## src/rtl/rrp_pkg.sv

```systemverilog
// Shared types and constants for the rectangle raster painter.
`timescale 1ns / 1ps

package rrp_pkg;

  // Operation codes carried in the opcode field; the fourth code is a no-op.
  localparam logic [1:0] OP_CLEAR = 2'd0;
  localparam logic [1:0] OP_DRAW  = 2'd1;
  localparam logic [1:0] OP_READ  = 2'd2;

  // Result status codes.
  localparam logic [1:0] ST_OK       = 2'd0;
  localparam logic [1:0] ST_REJECTED = 2'd1;
  localparam logic [1:0] ST_OUTSIDE  = 2'd2;

  // Configuration register indexes.
  localparam logic [1:0] REG_WIDTH  = 2'd0;
  localparam logic [1:0] REG_HEIGHT = 2'd1;
  localparam logic [1:0] REG_BG     = 2'd2;

  localparam logic [7:0] KIND_OUTLINE = 8'h72;
  localparam logic [7:0] KIND_FILLED  = 8'h52;

  typedef enum logic [2:0] {
    S_IDLE,
    S_SETUP1,
    S_SETUP2,
    S_SCAN,
    S_READ,
    S_DONE
  } rrp_state_e;

  typedef struct packed {
    logic [1:0]         opcode;
    logic [7:0]         shape_kind;
    logic signed [19:0] rect_left;
    logic signed [19:0] rect_top;
    logic signed [19:0] rect_width;
    logic signed [19:0] rect_height;
    logic [7:0]         paint_char;
    logic [7:0]         read_col;
    logic [7:0]         read_row;
  } rrp_item_t;

  typedef struct packed {
    logic [1:0] status;
    logic [7:0] pixel_value;
  } rrp_result_t;

  typedef struct packed {
    logic [8:0] width;
    logic [8:0] height;
    logic [7:0] bg;
  } rrp_cfg_t;

  typedef struct packed {
    logic load;
    logic setup1;
    logic setup2;
    logic scan;
    logic mem_rd;
  } rrp_cmd_t;

  typedef struct packed {
    logic rect_bad;
    logic scan_last;
  } rrp_stat_t;

endpackage

```

## src/rtl/rrp_ctrl.sv

```systemverilog
// Sequencing state machine of the rectangle raster painter.
`timescale 1ns / 1ps

module rrp_ctrl (
  input  logic             clk_i,
  input  logic             rst_ni,
  input  logic             start_i,
  input  logic [1:0]       opcode_i,
  input  rrp_pkg::rrp_stat_t stat_i,
  output rrp_pkg::rrp_cmd_t  cmd_o,
  output logic             busy_o,
  output logic             done_o
);
  import rrp_pkg::*;

  rrp_state_e state_q, state_d;

  always_ff @(posedge clk_i or negedge rst_ni) begin
    if (!rst_ni) begin
      state_q <= S_IDLE;
    end else begin
      state_q <= state_d;
    end
  end

  always_comb begin
    state_d = state_q;
    cmd_o   = '0;
    done_o  = 1'b0;
    case (state_q)
      S_IDLE: begin
        if (start_i) begin
          cmd_o.load = 1'b1;
          case (opcode_i)
            OP_CLEAR: state_d = S_SCAN;
            OP_DRAW:  state_d = S_SETUP1;
            OP_READ:  state_d = S_READ;
            default:  state_d = S_DONE;
          endcase
        end
      end
      S_SETUP1: begin
        if (stat_i.rect_bad) begin
          state_d = S_DONE;
        end else begin
          cmd_o.setup1 = 1'b1;
          state_d      = S_SETUP2;
        end
      end
      S_SETUP2: begin
        cmd_o.setup2 = 1'b1;
        state_d      = S_SCAN;
      end
      S_SCAN: begin
        cmd_o.scan = 1'b1;
        if (stat_i.scan_last) begin
          state_d = S_DONE;
        end
      end
      S_READ: begin
        cmd_o.mem_rd = 1'b1;
        state_d      = S_DONE;
      end
      S_DONE: begin
        done_o  = 1'b1;
        state_d = S_IDLE;
      end
      default: state_d = S_IDLE;
    endcase
  end

  assign busy_o = (state_q != S_IDLE);

endmodule

```

## config.mk

```make
export PLATFORM = sky130hd
export DESIGN_NAME = rrp_ctrl
export DESIGN_NICKNAME = d
export VERILOG_FILES = /design/src/rtl/rrp_pkg.sv /design/src/rtl/rrp_ctrl.sv
export SDC_FILE = /design/constraint.sdc
export NUM_CORES = 1
export LEC_CHECK = 0
export BUFFER_PORTS_ARGS = -buffer_cell sky130_fd_sc_hd__buf_2
export CAP_MARGIN = 20
export CELL_PAD_IN_SITES_DETAIL_PLACEMENT = 1
export CELL_PAD_IN_SITES_GLOBAL_PLACEMENT = 1
export CORE_AREA = 2 2 39 41
export CTS_CLUSTER_DIAMETER = 200
export DETAILED_ROUTE_END_ITERATION = 6
export DIE_AREA = 0 0 41 43
export PLACE_DENSITY = 0.53
export SLEW_MARGIN = 20
export SYNTH_ARGS = -nofsm -noshare
export SYNTH_HDL_FRONTEND = slang
export SYNTH_SLANG_ARGS = --single-unit
```

## constraint.sdc

```tcl
create_clock -name clk_i -period 3.4 [get_ports clk_i]
set_clock_uncertainty 0.15 [all_clocks]
set_input_delay 0 -clock clk_i [delete_from_list [all_inputs] [get_ports clk_i]]
set_output_delay 0 -clock clk_i [all_outputs]
set_load 0.01 [all_outputs]
```

## Word-level counts from Yosys, hierarchy flattened

Cells that the tools add are included.

- Register bits after elaboration: 3
- Output and inout bits: 7
- Logic and storage cells: 27

- Eq/ne operators: 9
- Mux-type cells: 13
- Reduce and logical (&&, ||, !) cells: 4

Operators by type and width:

| cell | count |
|---|---|
| $pmux W3 S5 | 1 |
| $mux W3 | 3 |
| $pmux W3 S3 | 1 |
| $mux W1 | 8 |
| $eq A3 B2 Y1 const B | 2 |
| $eq A3 B3 Y1 const B | 2 |
| $ne A2 B2 Y1 const B | 2 |
| $eq A3 B1 Y1 const B | 1 |
| $logic_not A3 Y1 | 1 |
| $reduce_bool A3 Y1 | 1 |
| $eq A2 B1 Y1 const B | 1 |
| $eq A2 B2 Y1 const B | 1 |
| $logic_not A2 Y1 | 1 |
| $reduce_and A2 Y1 | 1 |

## Longest topological paths before layout

- Word-level depth: 4
- Depth in mapped cells: 4
- Gate-level depth less buffers: 3

## Worst setup path after synthesis

Ideal clock, no wire load.

- Kind: reg2reg
- From: reg state_q[1]
- To: reg state_q[0]
- Setup time: 0.135 ns
- Data arrival time: 0.888 ns
- Required time: 3.115 ns
- Setup slack: 2.228 ns
- Cell stages (with the launch flop): 5
- Buffers on the path: 1
- Period minus slack after synthesis: 1.172 ns
- Cell sequence: dfrtp_1 > buf_6 > o21bai_1 > o21a_1 > a21oi_1

- Cells in the longest elaborated chain, start to end: 3
- Elaborated cells between the ends (all ways): 9
- Classes of those cells: eq/ne: 6; mux: 1; reduce/logical: 2

RTL lines:

| item | line | text |
|---|---|---|
| start: declaration | rrp_ctrl.sv:16 | `rrp_state_e state_q, state_d;` |
| start signal: assignment | rrp_ctrl.sv:22 | `state_q <= state_d;` |
| $eq A3 B2 Y1 / $logic_not A3 Y1 (equally long branches) | rrp_ctrl.sv:30 | `case (state_q)` |
| $ne A2 B2 Y1 (no line) | - |  |
| $reduce_and A2 Y1 (no line) | - |  |

Several ways; a longest one is shown, not always the timed one.
A chain may end at the register's enable or synchronous reset.

## Worst setup path after layout

- From: reg state_q[0]
- To: reg state_q[2]

The elaborated chain is that of the path after synthesis.

==> run summary <==
Num Clock Sinks = 3
Fraction of synthesized cell area taken by the top area cell type = 0.2586
Buffer cell driving the clock tree root = sky130_fd_sc_hd__clkbuf_4
Num rows = 14
Synth area leaders = sky130_fd_sc_hd__dfrtp_1, sky130_fd_sc_hd__buf_6, sky130_fd_sc_hd__nor3_2
Highest routed layer = met4
Met2 WL = 409 um
Req. time, crit path = 3360 ps
Starting density of the core = 0.2098
Signal arrival time at the worst endpoint = 1870 ps
Clock tree from TritonCTS = done
Proportion of layout cells with a drive suffix above 1 = 0.4600
Outcome = finished, final reports clean
DR vias = 300
Final weighted congestion of routability-driven global placement = 0.6936
Detailed placement HPWL = 563.5 um
Headroom to the max-slew limit = 0.6820
Path type of the worst setup path = flip-flop to flip-flop
Critical Path Source Type = flip-flop
Post CTS Setup Buffer Count = 0
Initial antenna violation count = 0
Seq/Total Area, Yosys = 0.2586
WL/cell = 11.50 um
DR DRC count = 0
Post-layout net count = 58
Most common library cell in the layout ignoring fill and taps = sky130_fd_sc_hd__buf_2
Final Max Slew Viols = 0
Detailed-route vias per instance = 4.545
Number of inserted diodes = 0
Io pins = 14
Wire length of the first global-routing pass = 1.324 mm
Top reg by flops = state_q
Total negative setup slack = 0 ps
Max-cap violations = 0
Total number of H-tree levels = 1
Number of global-route vias before repair = 302
Distinct cells, synth = 21
Registers with the most flip-flops = state_q x3
Final critical-path required period = 1913 ps
Setup repair after global routing missed its margin = no
Most common flop cell mapped by yosys = sky130_fd_sc_hd__dfrtp_1
Num CTS Buffers = 3
Critical path endpoint category = flip-flop
Layout Area Growth over Synthesis = 43.97%
Netlist area before placement = 290.3 um2
Number of flops mapped to enable cells by yosys = 0
Total power per unit cell area = 848.3 nW/um2
Synthesis-stage register bit count = 3
Port Buf Inserts = 13
Filler instances = 171
Mapped Avg Cell Area = 9.364 um2
Setup violators final = 0
Overflow left after global routing = 0
Maximum clock frequency = 522.7 MHz
Number of antenna-violating nets in the routed design = 0
Post-synth ARST share = 1.000
Number of flip-flops in the largest register = 3
Cell accounting for the most synthesized area = sky130_fd_sc_hd__dfrtp_1
Peak per-stage delay on the critical path = 630 ps
Final-report hold violation count = 0
Number of DRC violations after detailed-routing iteration 0 = 5
Portion of the clock cycle consumed by the worst path in the final layout = 0.5627
Pin count of the biggest net entering global routing = 14
Routed wire length = 759 um
Area of the core = 1384 um2
Nets in the synthesized netlist = 38
Pin slew with the least headroom to its limit = 477.0 ps
Worst hold slack = 5.587 ps
Yosys warning count = 0
Clock Pin Slew Worst Setup and Hold Paths = 40 ps
Aggregate global-route resource usage = 0.1116
Longest Clk Path Bufs = 2
Crit-path max FO = 13
Leak pwr = 0.1964 nW
Cts repair resizes = 0
Die ar. = 1763 um2
Leading cell types in the layout, fill and taps excluded = sky130_fd_sc_hd__buf_2, sky130_fd_sc_hd__dlygate4sd3_1
Peak VDD IR = 0.1826 mV
Path type of the worst min-delay path = input pin to flip-flop
Number of instances in the synthesized netlist = 31
Die X = 41 um
Insertion delay to the later sink of the worst-skew pair = 230 ps
Met3 Routed Length = 26 um
Drt pass-1 iters = 3
Die extent in y = 43 um
Met1 WL = 306 um
Worst path cell trace = nand2_1 -> o221ai_2 -> a221oi_2 -> dlygate4sd3_1
Critical-path cell with the highest stage delay = sky130_fd_sc_hd__dfrtp_1
path summary, 6_finish.rpt:
kind	startpoint	slack, ps	cells after the start	endpoint
max	state_q[0]	1490	4	state_q[2]
max reg2reg	state_q[0]	1490	4	state_q[2]
min reg2reg	state_q[2]	500	1	state_q[1]
max in group asynchronous	rst_ni	2450	3	state_q[0]
min	opcode_i[0]	6	3	state_q[0]
min in group asynchronous	rst_ni	500	3	state_q[2]
critical path: cells and delay by family, from the launching register on:
family / cells / cell delay (ps)
AO/OA/AOI/OAI: 2 / 250
flip-flops: 1 / 630
buffers and inverters: 1 / 590
AND/OR/NAND/NOR: 1 / 170
repair_timing:
item / CTS / global route
setup endpoints to repair: 0 / 0
hold buffers: 5 / 0
hold endpoints to repair: 6 / 0
report_power, final:
| part | total, W | internal (W) | switching (W) |
|---|---|---|---|
| Clock | 0.0000617 | 0.0000439 | 0.0000178 |
| Combinational | 0.000181 | 0.000100 | 0.0000805 |
| Sequential | 0.000112 | 0.0000527 | 0.0000593 |
Yosys cell counts (all sizes together) (2+ instances only):
cell type	number
nor3b	3
dfrtp	3
inv	3
nor2	2
nor3	4
buf	3
o21ai	2
through the flow:
step / utilization / area (um2) / setup WS (ps) / total power, W / instances
floorplan: - / 290.3 / 2228 / 0.0002543 / 31
global placement: 0.2468 / 341.6 / 2053 / 0.0002763 / 57
detailed placement: 0.2468 / 341.6 / 2051 / 0.0002770 / 57
CTS: 0.3020 / 417.9 / 1474 / 0.0003607 / 66
global route: 0.3020 / 417.9 / 1363 / 0.0003922 / 66
finish: 0.3020 / 417.9 / 1487 / 0.0003545 / 66
cell families (layout without fill, tap and decap cells):
| logic type | after synthesis | count (layout) | synth area share |
|---|---|---|---|
| simple gates | 13 | 13 | 0.3060 |
| compound gates | 9 | 9 | 0.2801 |
| buf+inv | 6 | 25 | 0.1552 |
| flops | 3 | 3 | 0.2586 |
cell type report:
type | count | area [um2] | share of cell area
clock buffers | 4 | 26.28 | 0.06287
inverters | 3 | 11.26 | 0.02695
multi-input cells | 22 | 170.2 | 0.4072
flip-flops and latches | 3 | 75.07 | 0.1796
well taps | 16 | 20.02 | 0.04790
repair buffers | 18 | 115.1 | 0.2754
routing by layer:
layer / vias up / GRT usage
met5: - / 0
met1: 142 / 0.1355
met4: 0 / 0.06000
met2: 8 / 0.1781
li1: 148 / -
met3: 2 / 0.01571
Power figures use the tool's default switching activity.
